==> src/rtl/core/nav_word_parity_encoder_macros.svh <==
// assertion macros shared by the navigation word encoder rtl
`ifndef NAV_WORD_PARITY_ENCODER_MACROS_SVH
`define NAV_WORD_PARITY_ENCODER_MACROS_SVH

// same-cycle implication, checked outside reset
`define NWPE_ASSERT_NOW(lbl, clk, rst_n, ante, cons, msg) \
  lbl: assert property (@(posedge clk) disable iff (!rst_n) (ante) |-> (cons)) \
    else $error(msg);

// next-cycle implication, checked outside reset
`define NWPE_ASSERT_NEXT(lbl, clk, rst_n, ante, cons, msg) \
  lbl: assert property (@(posedge clk) disable iff (!rst_n) (ante) |=> (cons)) \
    else $error(msg);

`endif

==> src/rtl/core/nwpe_pkg.sv <==
// types, constants and parity tables of the navigation word encoder
`timescale 1ns / 1ps

package nwpe_pkg;

  typedef enum logic [1:0] {
    KIND_TLM  = 2'd0,
    KIND_HOW  = 2'd1,
    KIND_DATA = 2'd2
  } kind_e;

  localparam logic [7:0]  PREAMBLE     = 8'h8b;
  localparam logic [17:0] TOW_WRAP     = 18'd100800;
  localparam logic [5:0]  D30_STAR_PAR = 6'h15;
  localparam logic [5:0]  D29_STAR_PAR = 6'h29;

  // parity contribution of each data nibble, nibble 0 holds d21..d24
  localparam logic [5:0] PAR_TAB [6][16] = '{
    '{6'h00, 6'h13, 6'h25, 6'h36, 6'h0B, 6'h18, 6'h2E, 6'h3D,
      6'h16, 6'h05, 6'h33, 6'h20, 6'h1D, 6'h0E, 6'h38, 6'h2B},
    '{6'h00, 6'h2C, 6'h19, 6'h35, 6'h32, 6'h1E, 6'h2B, 6'h07,
      6'h26, 6'h0A, 6'h3F, 6'h13, 6'h14, 6'h38, 6'h0D, 6'h21},
    '{6'h00, 6'h0E, 6'h1F, 6'h11, 6'h3E, 6'h30, 6'h21, 6'h2F,
      6'h3D, 6'h33, 6'h22, 6'h2C, 6'h03, 6'h0D, 6'h1C, 6'h12},
    '{6'h00, 6'h38, 6'h31, 6'h09, 6'h23, 6'h1B, 6'h12, 6'h2A,
      6'h07, 6'h3F, 6'h36, 6'h0E, 6'h24, 6'h1C, 6'h15, 6'h2D},
    '{6'h00, 6'h0D, 6'h1A, 6'h17, 6'h37, 6'h3A, 6'h2D, 6'h20,
      6'h2F, 6'h22, 6'h35, 6'h38, 6'h18, 6'h15, 6'h02, 6'h0F},
    '{6'h00, 6'h1C, 6'h3B, 6'h27, 6'h34, 6'h28, 6'h0F, 6'h13,
      6'h2A, 6'h36, 6'h11, 6'h0D, 6'h1E, 6'h02, 6'h25, 6'h39}
  };

  // xor pattern over d23, d24 and the parity that zeroes D29 and D30
  function automatic logic [7:0] adjust_pattern(input logic [1:0] tail);
    logic [7:0] pat;
    unique case (tail)
      2'd0:    pat = 8'h00;
      2'd1:    pat = 8'ha5;
      2'd2:    pat = 8'hf6;
      default: pat = 8'h53;
    endcase
    return pat;
  endfunction

endpackage

==> src/rtl/core/nwpe_in_if.sv <==
// request channel of the navigation word encoder
`timescale 1ns / 1ps

interface nwpe_in_if;
  logic        valid;
  logic        ready;
  logic [1:0]  kind;
  logic [23:0] data_bits;
  logic [16:0] tow_count;
  logic [2:0]  subframe_id;
  logic [9:0]  week_number;
  logic        insert_week;
  logic        last_of_subframe;

  modport source (
    output valid, kind, data_bits, tow_count, subframe_id, week_number,
           insert_week, last_of_subframe,
    input  ready
  );

  modport sink (
    input  valid, kind, data_bits, tow_count, subframe_id, week_number,
           insert_week, last_of_subframe,
    output ready
  );
endinterface

==> src/rtl/core/nwpe_out_if.sv <==
// result channel of the navigation word encoder
`timescale 1ns / 1ps

interface nwpe_out_if;
  logic        valid;
  logic        ready;
  logic [29:0] nav_word;

  modport source (
    output valid, nav_word,
    input  ready
  );

  modport sink (
    input  valid, nav_word,
    output ready
  );
endinterface

==> src/rtl/core/nwpe_parity.sv <==
// six hamming parity bits over d1..d24 and the previous word's D29/D30
`timescale 1ns / 1ps

module nwpe_parity (
  input  logic [1:0]  tail_i,
  input  logic [23:0] data_i,
  output logic [5:0]  parity_o
);

  always_comb begin
    logic [5:0] acc;
    acc = '0;
    for (int i = 0; i < 6; i++) begin
      acc ^= nwpe_pkg::PAR_TAB[i][data_i[4*i +: 4]];
    end
    if (tail_i[0]) begin
      acc ^= nwpe_pkg::D30_STAR_PAR;
    end
    if (tail_i[1]) begin
      acc ^= nwpe_pkg::D29_STAR_PAR;
    end
    parity_o = acc;
  end

endmodule

==> src/rtl/core/nav_word_parity_encoder.sv <==
// top level of the navigation word encoder
//
//   channel  dir  payload                                     handshake
//   in_i     in   kind, data_bits, tow_count, subframe_id,    valid/ready
//                 week_number, insert_week, last_of_subframe
//   out_o    out  nav_word                                    valid/ready
//
// one word per cycle sustained while out_o is ready
// the input register feeds word build and parity, then the result register
// the only feedback is D29/D30 of the last word, kept beside the result register
// reset clears both valid flags and that tail; the block is ready right after reset
// with the result stalled one more transaction is held in the input register
`timescale 1ns / 1ps

module nav_word_parity_encoder (
  input  logic       clk_i,
  input  logic       rst_ni,
  nwpe_in_if.sink    in_i,
  nwpe_out_if.source out_o
);

`include "nav_word_parity_encoder_macros.svh"

  // input register
  logic        s1_valid_q;
  logic [1:0]  kind_q;
  logic [23:0] data_q;
  logic [16:0] tow_q;
  logic [2:0]  sf_q;
  logic [9:0]  week_q;
  logic        ins_q;
  logic        last_q;

  // result register and parity tail
  logic        out_valid_q, out_valid_d;
  logic [29:0] out_word_q;
  logic [1:0]  tail_q;

  logic        s1_adv;
  logic        in_acc;

  // combinational word build
  logic [17:0] tow_inc;
  logic [16:0] tow_next;
  logic [23:0] data_word;
  logic [23:0] raw;
  logic [23:0] body;
  logic [1:0]  tail_use;
  logic        adjust;
  logic [5:0]  parity;
  logic [29:0] word;

  assign s1_adv     = s1_valid_q && (!out_valid_q || out_o.ready);
  assign in_i.ready = !s1_valid_q || s1_adv;
  assign in_acc     = in_i.valid && in_i.ready;

  assign out_o.valid    = out_valid_q;
  assign out_o.nav_word = out_word_q;

  always_comb begin
    tow_inc   = {1'b0, tow_q} + 18'd1;
    tow_next  = (tow_inc >= nwpe_pkg::TOW_WRAP) ? '0 : tow_inc[16:0];
    data_word = data_q | (ins_q ? {week_q, 14'd0} : 24'd0);
    unique case (nwpe_pkg::kind_e'(kind_q))
      nwpe_pkg::KIND_TLM: begin
        tail_use = 2'd0;
        raw      = {nwpe_pkg::PREAMBLE, 16'd0};
        adjust   = 1'b0;
      end
      nwpe_pkg::KIND_HOW: begin
        tail_use = tail_q;
        raw      = {tow_next, 2'd0, sf_q, 2'd0};
        adjust   = 1'b1;
      end
      nwpe_pkg::KIND_DATA: begin
        tail_use = tail_q;
        raw      = data_word;
        adjust   = last_q;
      end
      // unused code behaves as a data word
      default: begin
        tail_use = tail_q;
        raw      = data_word;
        adjust   = last_q;
      end
    endcase
    // a set D30 in the tail in use inverts d1..d24; TLM words use a zero tail
    body = raw ^ {24{tail_use[0]}};
  end

  nwpe_parity u_parity (
    .tail_i   (tail_use),
    .data_i   (body),
    .parity_o (parity)
  );

  always_comb begin
    word = {body, parity};
    if (adjust) begin
      word[7:0] = word[7:0] ^ nwpe_pkg::adjust_pattern(parity[1:0]);
    end
  end

  always_comb begin
    out_valid_d = out_valid_q;
    if (s1_adv) begin
      out_valid_d = 1'b1;
    end else if (out_o.ready) begin
      out_valid_d = 1'b0;
    end
  end

  always_ff @(posedge clk_i or negedge rst_ni) begin
    if (!rst_ni) begin
      s1_valid_q  <= 1'b0;
      out_valid_q <= 1'b0;
      tail_q      <= 2'd0;
    end else begin
      if (in_acc) begin
        s1_valid_q <= 1'b1;
      end else if (s1_adv) begin
        s1_valid_q <= 1'b0;
      end
      out_valid_q <= out_valid_d;
      if (s1_adv) begin
        tail_q <= word[1:0];
      end
    end
  end

  always_ff @(posedge clk_i) begin
    if (in_acc) begin
      kind_q <= in_i.kind;
      data_q <= in_i.data_bits;
      tow_q  <= in_i.tow_count;
      sf_q   <= in_i.subframe_id;
      week_q <= in_i.week_number;
      ins_q  <= in_i.insert_week;
      last_q <= in_i.last_of_subframe;
    end
    if (s1_adv) begin
      out_word_q <= word;
    end
  end

  // a stalled result with a held transaction blocks the input
  `NWPE_ASSERT_NOW(a_stall_blocks_in, clk_i, rst_ni,
    s1_valid_q && out_valid_q && !out_o.ready, !in_i.ready, "input ready during full stall")

  // the kept tail always matches the word just loaded
  `NWPE_ASSERT_NEXT(a_tail_tracks_out, clk_i, rst_ni,
    s1_adv, tail_q == out_word_q[1:0], "parity tail differs from last word")

  // adjusted words end with D29 and D30 clear
  `NWPE_ASSERT_NEXT(a_adjust_zero_tail, clk_i, rst_ni,
    s1_adv && adjust, out_word_q[1:0] == 2'd0, "adjusted word has nonzero D29/D30")

endmodule
==> src/flat_wrapper.sv <==
// flat-port wrapper written by rule: the top's interface ports become plain ports
module nav_word_parity_encoder_flat 
  (clk_i, rst_ni, in_i_valid, in_i_kind, in_i_data_bits, in_i_tow_count, in_i_subframe_id, in_i_week_number, in_i_insert_week, in_i_last_of_subframe, in_i_ready, out_o_valid, out_o_nav_word, out_o_ready);
  nwpe_in_if in_i_i ();
  nwpe_out_if out_o_i ();
  input  logic clk_i;
  input  logic rst_ni;
  input wire logic [$bits(in_i_i.valid)-1:0] in_i_valid;
  input wire logic [$bits(in_i_i.kind)-1:0] in_i_kind;
  input wire logic [$bits(in_i_i.data_bits)-1:0] in_i_data_bits;
  input wire logic [$bits(in_i_i.tow_count)-1:0] in_i_tow_count;
  input wire logic [$bits(in_i_i.subframe_id)-1:0] in_i_subframe_id;
  input wire logic [$bits(in_i_i.week_number)-1:0] in_i_week_number;
  input wire logic [$bits(in_i_i.insert_week)-1:0] in_i_insert_week;
  input wire logic [$bits(in_i_i.last_of_subframe)-1:0] in_i_last_of_subframe;
  output wire logic [$bits(in_i_i.ready)-1:0] in_i_ready;
  output wire logic [$bits(out_o_i.valid)-1:0] out_o_valid;
  output wire logic [$bits(out_o_i.nav_word)-1:0] out_o_nav_word;
  input wire logic [$bits(out_o_i.ready)-1:0] out_o_ready;
  assign in_i_i.valid = in_i_valid;
  assign in_i_i.kind = in_i_kind;
  assign in_i_i.data_bits = in_i_data_bits;
  assign in_i_i.tow_count = in_i_tow_count;
  assign in_i_i.subframe_id = in_i_subframe_id;
  assign in_i_i.week_number = in_i_week_number;
  assign in_i_i.insert_week = in_i_insert_week;
  assign in_i_i.last_of_subframe = in_i_last_of_subframe;
  assign in_i_ready = in_i_i.ready;
  assign out_o_valid = out_o_i.valid;
  assign out_o_nav_word = out_o_i.nav_word;
  assign out_o_i.ready = out_o_ready;
  nav_word_parity_encoder u_core (.clk_i(clk_i), .rst_ni(rst_ni), .in_i(in_i_i), .out_o(out_o_i));
endmodule
==> config.mk <==
export PLATFORM = sky130hd
export DESIGN_NAME = nav_word_parity_encoder_flat
export DESIGN_NICKNAME = d
export VERILOG_FILES = /design/src/rtl/core/nwpe_pkg.sv /design/src/rtl/core/nwpe_in_if.sv /design/src/rtl/core/nwpe_out_if.sv /design/src/rtl/core/nwpe_parity.sv /design/src/rtl/core/nav_word_parity_encoder.sv /design/src/flat_wrapper.sv
export VERILOG_INCLUDE_DIRS = /design/src /design/src/rtl/core
export SDC_FILE = /design/constraint.sdc
export NUM_CORES = 1
export LEC_CHECK = 0
export BUFFER_PORTS_ARGS = -buffer_cell sky130_fd_sc_hd__clkbuf_2
export CAP_MARGIN = 20
export CORE_UTILIZATION = 60
export DETAILED_ROUTE_END_ITERATION = 16
export GPL_TIMING_DRIVEN = 0
export PLACE_DENSITY = 0.89
export SYNTH_ARGS = -nofsm -noshare
export SYNTH_HDL_FRONTEND = slang
export SYNTH_SLANG_ARGS = --single-unit
export TNS_END_PERCENT = 20
==> constraint.sdc <==
create_clock -name clk_i -period 9 [get_ports clk_i]
set_clock_uncertainty 0.15 [all_clocks]
set_input_delay 1.35 -clock clk_i [delete_from_list [all_inputs] [get_ports clk_i]]
set_output_delay 1.35 -clock clk_i [all_outputs]
set_load 0.03 [all_outputs]
[Word level (Yosys, flattened, before mapping)]
Memory sizes are Yosys's and may differ from the RTL's.
Cells that the tools add are included.
Storage, ports and cells
  register bits: 92
  bits in read-only memories: 576
  bits of input ports: 62
  output and inout bits: 32
  logic and storage cells: 80
  memories kept: 6
Memories
  (name not given): words 16, width 6, read ports 1, clocked after Yosys merged registers in 0, wr ports 0, RTL line nwpe_parity.sv:14  | acc ^= nwpe_pkg::PAR_TAB[i][data_i[4*i +: 4]];
  (name not given): words 16, width 6, read ports 1, clocked after Yosys merged registers in 0, wr ports 0, RTL line nwpe_parity.sv:14
  (name not given): words 16, width 6, read ports 1, clocked after Yosys merged registers in 0, wr ports 0, RTL line nwpe_parity.sv:14
  (name not given): words 16, width 6, read ports 1, clocked after Yosys merged registers in 0, wr ports 0, RTL line nwpe_parity.sv:14
  (name not given): words 16, width 6, read ports 1, clocked after Yosys merged registers in 0, wr ports 0, RTL line nwpe_parity.sv:14
  (name not given): words 16, width 6, read ports 1, clocked after Yosys merged registers in 0, wr ports 0, RTL line nwpe_parity.sv:14
Cells by class
  $add $sub $neg: 1
  magnitude comparators: 7
  equal/unequal tests: 3
  mux-type cells: 26
  bitwise operators: 16
  reduce and logical (&&, ||, !) cells: 10
Operator list (number)
  6-bit 2-to-1 mux: 13
  24-bit one-hot mux with 2 select lines: 1
  5-bit greater-or-equal comparator (second input constant): 6
  4-bit NOT with 5-bit output: 6
  6-bit XOR: 5
  24-bit 2-to-1 mux: 1
  24-bit OR: 1
  8-bit one-hot mux with 3 select lines: 1
  24-bit XOR: 1
  17-bit by 1-bit adder with 18-bit output (second input constant): 1
  18-bit by 17-bit greater-or-equal comparator with 1-bit output (second input constant): 1
  17-bit 2-to-1 mux: 1
  8-bit 2-to-1 mux: 2
  8-bit XOR: 1
  3-bit NOT: 2
  5-bit 2-to-1 mux: 1
  2-bit by 1-bit equality test with 1-bit output (second input constant): 2
  2-bit logical NOT: 2
  1-bit 2-to-1 mux: 4
  2-bit nonzero test: 2
  2-bit equality test (second input constant): 1
  1-bit logical AND: 2
  1-bit logical NOT: 2
  1-bit logical OR: 2
  other kinds (2): 2

[Longest topological paths before layout]
  depth in word-level cells: 23
  gate-level depth with buffers: 18
  gate-level depth less buffers: 18

[Modules after synthesis]
From an unflattened synthesis, not the netlist that was laid out.
Second synthesis, totals
  cell total of the unflattened synthesis: 415
  area, all modules: 5093.6 µm²
Modules (own cells, without submodules)
  nav_word_parity_encoder: instances 1, cells each 342, area an instance 4381.7 µm², seq. area each 2742.6 µm²
  nwpe_parity: instances 1, cells each 73, area an instance 711.9 µm², seq. area each 0.0 µm²

[Least setup slack after synthesis]
No wires, ideal clock.
  path type: flip-flop to flip-flop
  from: reg u_core.tow_q[0]
  to: reg u_core.out_word_q[2], in the netlist u_core.out_o.nav_word[2] (data pin)
  arrival time: 4.689 ns
  required time: 8.582 ns
  slack: 3.893 ns
  stages on the path, launching flop included: 19
  clock period less this slack: 5.107 ns
  cell sequence: edfxtp_1 -> ha_1 -> nand4_1 -> nor4_1 -> mux2_2 -> o211ai_2 -> o211ai_4 -> a32oi_2 -> xor3_2 -> xnor3_2 -> xnor2_1 -> xnor2_1 -> ha_1 -> nor2b_1 -> xnor2_1 -> a22oi_1 -> xnor2_1 -> xnor2_1 -> xnor3_1
On the way
  cells in the longest elaborated chain, start to end: 23
  elaborated cells between the ends (all ways): 41
  those cells by class: add/sub: 1; order compare: 1; eq/ne: 2; mux: 17; bitwise: 14; reduce/logical: 1; memory: 5
Ends and longest elaborated chain
  start: declaration: RTL line nav_word_parity_encoder.sv:28  | logic [16:0] tow_q;
  start signal: assignment: RTL line nav_word_parity_encoder.sv:135  | tow_q <= in_i.tow_count;
  17-bit by 1-bit adder with 18-bit output (*): RTL line nav_word_parity_encoder.sv:61  | tow_inc = {1'b0, tow_q} + 18'd1;
  18-bit by 17-bit greater-or-equal comparator with 1-bit output: RTL line nav_word_parity_encoder.sv:62  | tow_next = (tow_inc >= nwpe_pkg::TOW_WRAP) ? '0 : tow_inc[16:0];
  17-bit 2-to-1 mux (*): RTL line nav_word_parity_encoder.sv:62
  24-bit one-hot mux with 2 select lines (*): RTL line nav_word_parity_encoder.sv:64  | unique case (nwpe_pkg::kind_e'(kind_q))
  24-bit XOR (*): RTL line nav_word_parity_encoder.sv:88  | body = raw ^ {24{tail_use[0]}};
  4-bit NOT with 5-bit output (implied by the code): RTL line nwpe_parity.sv:14
  memory 16 x 6 bit
  6-bit 2-to-1 mux (implied by the code) (2 in a row): RTL line nwpe_parity.sv:14
  [... 7 more ...]
  3-bit NOT (no source line)
  6-bit 2-to-1 mux (*): RTL line nwpe_parity.sv:19  | if (tail_i[1]) begin
  2-bit equality test, or another cell as far along: RTL line nwpe_pkg.sv:36  | unique case (tail)
  8-bit one-hot mux with 3 select lines: RTL line nwpe_pkg.sv:36
  8-bit 2-to-1 mux: RTL line nav_word_parity_encoder.sv:99  | if (adjust) begin
  8-bit XOR: RTL line nav_word_parity_encoder.sv:100  | word[7:0] = word[7:0] ^ nwpe_pkg::adjust_pattern(parity[1:0]);
  8-bit 2-to-1 mux (*): RTL line nav_word_parity_encoder.sv:99
  named net u_core.word[2]: RTL line nav_word_parity_encoder.sv:51  | logic [29:0] word;
  end signal: assignment: RTL line nav_word_parity_encoder.sv:142  | out_word_q <= word;
  end: declaration: RTL line nav_word_parity_encoder.sv:36  | logic [29:0] out_word_q;
The timed path passes the listed nets; every way through them passes the cells marked *. The select of a mux whose other input is x is not followed.
A chain may end at the register's enable or synchronous reset.

[Final worst setup path]
  from: reg u_core.tow_q[0]
  to: reg u_core.out_word_q[2], in the netlist u_core.out_o.nav_word[2] (data pin)
On the way
  cells in the longest elaborated chain, start to end: 23
  elaborated cells between the ends (all ways): 41
  those cells by class: add/sub: 1; order compare: 1; eq/ne: 2; mux: 17; bitwise: 14; reduce/logical: 1; memory: 5
Ends and longest elaborated chain
  17-bit by 1-bit adder with 18-bit output (*): RTL line nav_word_parity_encoder.sv:61
  18-bit by 17-bit greater-or-equal comparator with 1-bit output: RTL line nav_word_parity_encoder.sv:62
  17-bit 2-to-1 mux (*): RTL line nav_word_parity_encoder.sv:62
  24-bit one-hot mux with 2 select lines (*): RTL line nav_word_parity_encoder.sv:64
  24-bit XOR (*): RTL line nav_word_parity_encoder.sv:88
  named net u_core.body[7]: RTL line nav_word_parity_encoder.sv:47  | logic [23:0] body;
  4-bit NOT with 5-bit output (implied by the code) (*): RTL line nwpe_parity.sv:14
  memory 16 x 6 bit (*)
  [... 9 more ...]
  3-bit NOT (no source line)
  6-bit 2-to-1 mux (*): RTL line nwpe_parity.sv:19
  2-bit equality test, or another cell as far along: RTL line nwpe_pkg.sv:36
  8-bit one-hot mux with 3 select lines: RTL line nwpe_pkg.sv:36
  8-bit 2-to-1 mux: RTL line nav_word_parity_encoder.sv:99
  8-bit XOR: RTL line nav_word_parity_encoder.sv:100
  8-bit 2-to-1 mux (*): RTL line nav_word_parity_encoder.sv:99
  named net u_core.word[2]: RTL line nav_word_parity_encoder.sv:51
Marked as above.

==> impl_metrics.csv <==
group,metric,value,unit
status,status,"complete, no violations",
cells_and_area,diodes,0,
sta,report.final.slew_viol_count,0,
die,ios,94,
cells_and_area,nFillCells,535,
place,routabilityCongestion,0.870,
die,start_util,0.630,
worst_setup_path,startpoint,"u_core.tow_q[0]",
worst_setup_path,cp_top_family,"XOR/XNOR gates",
synthesis,synthDistinctLibCells,61,
cts,cts_made_buffers,9,
synthesis,synth_flop_cell,"edfxtp_1",
routing,wirelength,9.96,mm
pwr,p_per_area,308,nW/um^2
sta,finalCritPeriodShare,0.664,
synthesis,synth_top_area_cell,"edfxtp_1",
routing,first_pass_iters,4,
synthesis,mappedNetlistArea,4940,sq um
worst_setup_path,worstSetupEndpoint,"u_core.out_o.nav_word[2]",
cts,cts_tree,"done",
global_routing,overflow,0,
worst_setup_path,start_kind,"flip-flop",
worst_setup_path,reg2reg_depth,18,
worst_setup_path,worst_path_max_delay_cell,"xor2_1",
synthesis,synth.top_cell.area_share,0.535,
cts,clockRootBuffer,"clkbuf_8",
routing,wl_per_cell,17.0,um
die,core-area,7850,sq um
synthesis,synthCells,373,
synthesis,yosysWarnings,0,
worst_setup_path,required,8950,ps
sta,setup_viol,0,
sta,hold_viol_final,0,
worst_setup_path,worstSetupEndpointType,"flip-flop",
synthesis,syn-num-nets,445,
worst_setup_path,r2r-end,"u_core.out_o.nav_word[2]",
sta,slew_headroom,0.521,
synthesis,synth_edf_count,88,
cts,clk_pin_slew,100,ps
cells_and_area,drive_gt1_frac,0.279,
cts,clk_latency,360,ps
cts,hold_buffers,0,
worst_setup_path,crit_chain,"ha_1 > nand3_4 > nor4_2 > xnor2_1 > o211ai_2 > o211ai_4 > a22oi_1 > xor2_1 > xnor3_1 > xnor2_1 > xnor2_1 > ha_1 > nor2b_1 > xnor2_1 > a22oi_1 > xnor2_1 > xnor2_1 > xnor3_1",
cts,cts.htree.levels,3,
sta,setup_tns,0,ps
global_routing,grt_first_pass_wirelength,15.8,mm
routing,viasPerCell,5.74,
cells_and_area,area_growth,16.6,%
die,fp-row-count,32,
cts,cts.sinks,92,
synthesis,ys_seq_area_frac,0.555,
sta,fin_crit,5980,ps
die,chipWidth,92.8,um
worst_setup_path,worst_ep_arrival_time,5920,ps
global_routing,grt_usage,0.244,
worst_setup_path,path_buf_inv,0,
worst_setup_path,slowest_delay,600,ps
place,port_buffers,93,
cells_and_area,nets,551,
place,post-dp-hpwl,7.77,mm
sta,holdWs,364,ps
global_routing,grt_pass1_vias,3255,
routing,vias,3366,
sta,rsz0062_at_grt,"false",
worst_setup_path,worstSetupPathType,"reg -> reg",
worst_setup_path,timing.rr.start,"u_core.tow_q[0]",
worst_setup_path,worstPathMaxFanout,10,
cts,cts_max_path_buffers,2,
flow_run,maxCapViolations,0,
cts,postCtsSetupRepairBufs,0,
cts,cts_resized,0,
global_routing,antenna_found_initial,0,
pwr,power_leakage,2.31,nW
synthesis,synthTopCellsByArea,"edfxtp_1, xnor2_1, xor2_1",
synthesis,avgSynthCellArea,13.3,sq um
sta,tightest_slew,716,ps
routing,ant_nets,0,
sta,max_freq,0.167,GHz
global_routing,grt_max_degree,33,
synthesis,synthArstFlopShare,0.0435,
die,die_h,92.8,um
routing,drt-initial-drc-count,351,
worst_hold_path,worstHoldPathType,"reg -> reg",
synthesis,ys_ff_latch,92,
pwr,vdd_drop_max,0.147,mV
worst_setup_path,cp.depth,18,
worst_setup_path,cpMostUsedCell,"xnor2_1",
die,die_area,8610,sq um
worst_setup_path,rrSetupSlack,3020,ps
routing,drc,0,
-- sequential cells by signal, indices dropped and copies added, names as in the netlist --
register / count
u_core.tail_q: 2
u_core.out_o.nav_word: 30
u_core.out_o.valid: 1
u_core.kind_q: 2
u_core.data_q: 24
u_core.tow_q: 17
u_core.week_q: 10
u_core.sf_q: 3
u_core.last_q: 1
u_core.s1_valid_q: 1
u_core.ins_q: 1
-- cells by family after synthesis --
group           Yosys count  share of synthesized area
flops                    92                      0.555
simple gates             90                      0.105
xor+xnor                 88                      0.191
compound gates           62                     0.0906
buf+inv                  25                     0.0202
fa+ha+maj                10                     0.0253
mux                       6                     0.0137
-- layout by cell type (no fill, tap or decap), types with 3 or more instances in the layout --
| cell type | count |
|---|---|
| nand2b_1 | 5 |
| clkbuf_2 | 93 |
| clkbuf_1 | 5 |
| o21ai_0 | 9 |
| and2_1 | 3 |
| inv_1 | 13 |
| mux2i_1 | 3 |
| nor4_1 | 4 |
| a21oi_1 | 16 |
| dfrtp_1 | 4 |
| a32oi_1 | 4 |
| ha_1 | 10 |
| xnor2_1 | 48 |
| xnor3_1 | 8 |
| clkbuf_8 | 9 |
| nor3_1 | 7 |
| clkinvlp_4 | 3 |
| o22ai_1 | 6 |
| a22oi_1 | 4 |
| edfxtp_1 | 88 |
| nand3_1 | 7 |
| nor2b_1 | 5 |
| nand4_1 | 4 |
| buf_1 | 4 |
| xor2_1 | 28 |
| nor2_1 | 16 |
| and3_1 | 3 |
| nand2_1 | 20 |
| a211oi_1 | 5 |
-- per-stage QoR --
stage / cells / area, sq um / power, mW / setup WS [ps] / utilization
after detailed placement: 569 / 5560 / 1.50 / 3200 / 0.708
after global placement: 568 / 5540 / 1.45 / 3400 / 0.706
after floorplan: 373 / 4940 / 1.32 / 3890 / -
after global routing: 586 / 5770 / 1.86 / 2720 / 0.735
final: 586 / 5770 / 1.78 / 3020 / 0.735
after CTS: 585 / 5740 / 1.76 / 3120 / 0.731
-- layout make-up --
class	instances	area, sq um	share of cell area
sequential	92	2740	0.476
timing repair buffer	95	513	0.0890
clock buffer	9	124	0.0215
inverter	13	48.8	0.00846
clock inverter	7	56.3	0.00977
multi-input combinational	256	2100	0.365
buffer	12	51.3	0.00890
tap	102	128	0.0221
-- cells in the mapped netlist, drive strengths merged, types with 6 or more instances --
| cell type | number |
|---|---|
| a21oi | 16 |
| ha | 10 |
| buf | 7 |
| nor2 | 17 |
| xnor2 | 48 |
| inv | 13 |
| nand2 | 21 |
| nor3 | 8 |
| xnor3 | 10 |
| o22ai | 6 |
| o21ai | 10 |
| xor2 | 28 |
| nand3 | 9 |
| nor4 | 6 |
| edfxtp | 88 |
-- layer usage --
layer,share of wire,vias up,track usage
met1,0.41,1629,0.312
met5,0,-,0
met3,0.066,17,0.0468
met2,0.51,138,0.414
li1,-,1582,-
met4,0.017,0,0.0885
-- power breakdown --
part	internal [mW]	leakage, nW	total (mW)	switching, mW
logic	0.437	1.33	0.917	0.479
clock network	0.104	0.0842	0.255	0.151
registers	0.583	0.894	0.606	0.0231
-- worst min-delay path by stage --
stage                                  from                 end  slack (ps)  cells after the start
after floorplan           u_core.s1_valid_q  u_core.out_o.valid         310                      1
after global placement    u_core.s1_valid_q  u_core.out_o.valid         320                      1
after detailed placement  u_core.s1_valid_q  u_core.out_o.valid         350                      1
after CTS                 u_core.s1_valid_q  u_core.out_o.valid         370                      1
after global routing       u_core.tail_q[1]    u_core.tail_q[1]         380                      1
final                     u_core.s1_valid_q  u_core.out_o.valid         360                      1
Power figures use the tool's default switching activity.
